<file path="src/rtl/core/tspc_pkg.sv">
// ----------------------------------------------------------------------------
// tspc_pkg - shared types and constants of the PID packet counter table
// Beat types of the packet and result channels, the controller state type,
// the flags carried along the cell chain and the PID framing constants.
// ----------------------------------------------------------------------------
package tspc_pkg;

	// PID framing: high bits from header byte 1, low byte from header byte 2
	localparam int          PID_BITS       = 13;
	localparam logic [7:0]  PID_HIGH_MASK  = 8'h1f;
	localparam int          PID_HIGH_SCALE = 256;
	localparam int          PID_LOW_BITS   = $clog2(PID_HIGH_SCALE);
	localparam int          PID_HIGH_BITS  = PID_BITS - PID_LOW_BITS;

	// one transport packet header beat
	typedef struct packed {
		logic [1:0] channel;
		logic [7:0] header_byte1;
		logic [7:0] header_byte2;
	} pkt_beat_t;

	// one result beat
	typedef struct packed {
		logic [12:0] packet_pid;
		logic [5:0]  slot;
		logic [31:0] packet_count;
		logic        was_new;
		logic        table_full;
		logic [6:0]  entries_used;
	} res_beat_t;

	// control flags travelling down the cell chain with a lookup
	typedef struct packed {
		logic valid;
		logic done;
		logic is_new;
	} probe_flags_t;

	typedef enum logic [1:0] {
		ST_IDLE,
		ST_SEARCH,
		ST_HOLD
	} state_t;

endpackage

</file>
<file path="src/rtl/core/tspc_cell.sv">
// ----------------------------------------------------------------------------
// tspc_cell - one table slot of the PID counter chain
// Holds the PID and packet count of its slot for every channel. A lookup
// probe passes through, registered on to the next cell; the cell claims it on a
// PID match (saturating increment) or when it is the first free slot (append).
// ----------------------------------------------------------------------------
module tspc_cell #(
	parameter  int TABLE_ENTRIES = 64,
	parameter  int CHANNELS      = 4,
	parameter  int COUNT_BITS    = 32,
	parameter  int INDEX         = 0,
	localparam int CH_W          = (CHANNELS > 1) ? $clog2(CHANNELS) : 1,
	localparam int SLOT_W        = (TABLE_ENTRIES > 1) ? $clog2(TABLE_ENTRIES) : 1,
	localparam int FILL_W        = $clog2(TABLE_ENTRIES + 1)
) (
	input  logic                   clk,
	input  logic                   arst_n,
	input  logic [CH_W-1:0]        ch_idx,
	input  logic [12:0]            pid,
	input  logic [FILL_W-1:0]      used,
	input  tspc_pkg::probe_flags_t flags_in,
	input  logic [SLOT_W-1:0]      slot_in,
	input  logic [COUNT_BITS-1:0]  count_in,
	output tspc_pkg::probe_flags_t flags_out,
	output logic [SLOT_W-1:0]      slot_out,
	output logic [COUNT_BITS-1:0]  count_out
);
	import tspc_pkg::*;

	localparam logic [FILL_W-1:0] IDX_FILL = FILL_W'(INDEX);
	localparam logic [SLOT_W-1:0] IDX_SLOT = SLOT_W'(INDEX);

	logic [12:0]           pid_q [CHANNELS];
	logic [COUNT_BITS-1:0] cnt_q [CHANNELS];

	probe_flags_t          flags_q;
	logic [SLOT_W-1:0]     slot_q;
	logic [COUNT_BITS-1:0] count_q;

	logic [12:0]           cur_pid;
	logic [COUNT_BITS-1:0] cur_cnt;
	logic [COUNT_BITS-1:0] sat_cnt;
	logic                  open;
	logic                  hit;
	logic                  append;

	// decide whether this slot claims the passing probe
	always_comb begin
		cur_pid = pid_q[ch_idx];
		cur_cnt = cnt_q[ch_idx];
		sat_cnt = (&cur_cnt) ? cur_cnt : cur_cnt + 1'b1;
		open    = flags_in.valid && !flags_in.done;
		hit     = open && (IDX_FILL < used) && (cur_pid == pid);
		append  = open && (IDX_FILL == used);
	end

	// update the slot contents of the addressed channel
	always_ff @(posedge clk) begin
		if (hit) begin
			cnt_q[ch_idx] <= sat_cnt;
		end else if (append) begin
			pid_q[ch_idx] <= pid;
			cnt_q[ch_idx] <= COUNT_BITS'(1);
		end
	end

	// advance the probe flags to the next cell
	always_ff @(posedge clk or negedge arst_n) begin
		if (!arst_n) begin
			flags_q <= '0;
		end else begin
			flags_q.valid  <= flags_in.valid;
			flags_q.done   <= flags_in.done | hit | append;
			flags_q.is_new <= flags_in.is_new | append;
		end
	end

	// advance slot and count, replaced when this cell claims the probe
	always_ff @(posedge clk) begin
		if (hit || append) begin
			slot_q <= IDX_SLOT;
		end else begin
			slot_q <= slot_in;
		end
		if (hit) begin
			count_q <= sat_cnt;
		end else if (append) begin
			count_q <= COUNT_BITS'(1);
		end else begin
			count_q <= count_in;
		end
	end

	assign flags_out = flags_q;
	assign slot_out  = slot_q;
	assign count_out = count_q;

endmodule

</file>
<file path="config.mk">
export PLATFORM = sky130hd
export DESIGN_NAME = tspc_cell
export DESIGN_NICKNAME = d
export VERILOG_FILES = /design/src/rtl/core/tspc_pkg.sv /design/src/rtl/core/tspc_cell.sv
export SDC_FILE = /design/constraint.sdc
export NUM_CORES = 1
export LEC_CHECK = 0
export BUFFER_PORTS_ARGS = -buffer_cell sky130_fd_sc_hd__buf_2
export CAP_MARGIN = 5
export CORE_MARGIN = 1
export CORE_UTILIZATION = 60
export DETAILED_ROUTE_END_ITERATION = 16
export PLACE_DENSITY = 0.89
export SYNTH_ARGS = -nofsm -noshare
export SYNTH_HDL_FRONTEND = slang
export SYNTH_SLANG_ARGS = --single-unit
</file>
<file path="constraint.sdc">
create_clock -name clk -period 7.2 [get_ports clk]
set_clock_uncertainty 0.15 [all_clocks]
set_input_delay 0.36 -clock clk [delete_from_list [all_inputs] [get_ports clk]]
set_output_delay 0.36 -clock clk [all_outputs]
set_load 0.01 [all_outputs]
</file>
==> results.md <==
- Final hold violation count: 0
- DR iter-0 viols: about 590
- Internal power component: between 2 and 2.5 mW
- Largest net degree at the start of global routing: 64
- WL per Instance: 22.06 um
- Post-layout nets: around 780
- Shortest clock period the worst path allows after layout: about 4.0 ns
- Remaining Overflow, GRT: 0
- Hold Crit Class: in2async
- Proportion of register bits with asynchronous set or reset after synthesis: approximately 1.4%
- TritonCTS clock tree: built
- Endpoint arrival time on the critical path: approximately 4 ns
- Final HPWL from detailed placement: around 11000 um
- Post-CTS Setup Repair Bufs: 0
- Diodes inserted: 0
- Global-route track usage on met3: under 10%
- Cell at the root of the clock tree: clkbuf_16
- Total Power: roughly 2.8 mW
- Clock transition at the registers of the reported paths: 0.06 ns
- Maximum resistive drop on vdd: approximately 240 uV
- Post-synthesis instance area: about 8900 um^2
- Layout Area Growth over Synthesis: 22.18%
- Cell types with the highest counts after synthesis: 180 x edfxtp_1, 49 x nand3_1, 49 x nor2_1
- Gate count after technology mapping: 547
- Required time at the endpoint of the critical path: between 7 and 8 ns
- Synth Area per Inst: 16.32 um^2
- Drt first pass iters: 5
- Library cell occupying the most area in the post-synthesis netlist: edfxtp_1
- Die area: 15370 um^2
- Cell with the most instances after synthesis: edfxtp_1
- Clock network fraction of total power: between 40% and 50%
- Number of flops mapped to enable cells by yosys: between 150 and 200
- Number of antenna violations at the first check in global routing: 0
- Element type at the critical path end: register
- Initial standard-cell utilization of the core: about three fifths
- Vias in the first global route: between 5000 and 6000
- First-pass GRT wire length: ~30000 um
- Share of the clock period used by the worst path after layout: 55.77%
- Row Count: 44
- Smallest hold slack: slightly below 0.01 ns
- H-tree Lvls: 1
- Biggest fanout along the worst timing path: 27
- Share of final-layout standard cells stronger than drive strength 1: around 28%
- Number of storage elements in the synthesis netlist: around 220
- Total number of vias: approximately 5500
- Switching share of power: between 20% and 30%
- Setup_tns: 0 ns
- Leakage Power: about 3.9 nW
- Critical path origin: ch_idx[0]
- Sequential Power Share: between 50% and 60%
- Standard cell core area: approximately 15000 um^2
- Post-Synthesis Net Count: around 610
- Launch point of the worst reg-to-reg path: cnt_q[3][15]$_DFFE_PP_
- Clock Latency Late Sink: between 0.5 and 0.6 ns
- Fraction of synthesized cell area taken by the top area cell type: between 60% and 70%
- Critical Path Source Type: input port
- Slew HR: between 15 and 20%
- Total clock buffers created by CTS: 23
- Total clock sinks: 221
- GRT Resource Usage Total: about 27%
- Highest clock frequency the design can meet: about 250 MHz
- Logic gate share of total power: roughly 6%
- Seq/Total Area, Yosys: 69.93%
- Largest buffer count on any clock path: 3
- Total Routed Length: between 20000 and 25000 um
- Result of the run: finished clean
- Gpl congestion: between 0.7 and 0.8
- Number of remaining DRC errors: 0
- Most common flop cell mapped by yosys: edfxtp_1
- Type of the setup path with the least slack: in2reg
- Power spent charging and discharging nets: ~0.57 mW
- Most area-consuming cells after synthesis: edfxtp_1 61%, mux4_2 11%, dfxtp_1 8.5%, nand3_1 2.7%, xor2_1 2.7%
- Setup repair after global routing missed its margin: no
- Power density cells: about 260 nW/um^2
- Post-synth cell types: 40
- Met2 Usage GRT: between 40 and 50%
- Final setup violating endpoints: 0
- Die height: approximately 120 um
- Number of antenna-violating nets in the routed design: 0
- Max Cap Viol: 0
- Post-cts resize count: 0
- Final max-slew violation count: 0
- Count of port buffers added during placement: between 100 and 150
- Hold-fix buffers, CTS: 52
- Count of boundary I/O pins: roughly 110
- Met1 track utilization from global routing: 34.52%
- Yosys warns: 0
- Gr busiest metal: met2
- Slew of the pin with the lowest slew margin: approximately 1.2 ns
- Horizontal die dimension: around 120 um
- Drt via density: approximately 6.1
[flip-flops by register name, summed over array words and instances (netlist names)]
name,count
count_out,32
pid_q,52
cnt_q,128
flags_out,3
slot_out,6
[logic make-up after synthesis]
logic type                 share of synthesized area, %
AOI/OAI and AO/OA                                 2.608
xor gates and xnor gates                          4.220
adders and majority gates                        0.1402
buffers and inverters                             2.327
DFF                                               69.93
muxes                                             11.61
and+or+nand+nor                                   9.169
[layer usage]
metal  routed length [um]  share of wire [%]  vias up
li1                     -                  -     2427
met1                 7616                 38     2695
met2                10380                 52      340
met3                 1433                7.1       61
met4                  643                3.2        0
met5                    0                  0        -
[metrics by stage]
step	std cells	setup WS, ns	area [um^2]	utilization (%)
final	910	3.184	10900	75.03
after global routing	910	2.830	10900	75.03
after CTS	908	3.196	10880	74.87
after detailed placement	814	2.704	9569	65.84
after global placement	814	2.833	9569	65.84
after floorplan	547	2.426	8925	-
[power groups by stage]
stage | registers (mW) | logic (mW) | clock network [mW]
after floorplan | 1.43 | 0.0856 | 0
after global placement | 1.42 | 0.138 | 0
after detailed placement | 1.42 | 0.145 | 0
after CTS | 1.40 | 0.169 | 1.23
after global routing | 1.40 | 0.186 | 1.28
final | 1.40 | 0.172 | 1.22
[placed cells by master (no fill, tap or decap), types with 20 or more instances in the layout]
cell / instances
buf_2: 105
clkbuf_16: 24
dfxtp_1: 38
dlygate4sd3_1: 52
edfxtp_1: 180
mux4_2: 42
nand3_1: 48
nor2_1: 45
o21ai_0: 20
xor2_1: 28
[critical path, stage by stage]
cell and delay [ns]:
buf_2 0.70, buf_4 0.53, mux4_2 0.43, nand4_1 0.27
nor4_2 0.59, nand4_2 0.47, nand2_1 0.24, xor2_1 0.28
nor2_1 0.14
[final timing paths]
check | to | slack [ns] | cells after the start
min reg2reg | count_out[4]$_DFF_P_ | 0.67 | 3
min in group clk | count_out[21]$_DFF_P_ | 0.04 | 3
max | cnt_q[1][2]$_DFFE_PP_ | 3.18 | 9
min | flags_out[2]$_DFF_PN0_ | 0.01 | 2
max in group asynchronous | flags_out[0]$_DFF_PN0_ | 6.79 | 2
max reg2reg | cnt_q[1][2]$_DFFE_PP_ | 4.02 | 7
[final cells by class]
cell class / count / area (um^2)
Timing Repair Buffer: 167 / 1129
Fill cell: 831 / 3630
Multi-Input combinational cell: 293 / 2501
Sequential cell: 221 / 6241
Clock buffer: 32 / 660.6
Inverter: 3 / 11.26
Tap cell: 184 / 230.2
Clock inverter: 10 / 131.4
No activity file was read; power rests on OpenSTA's default activity.
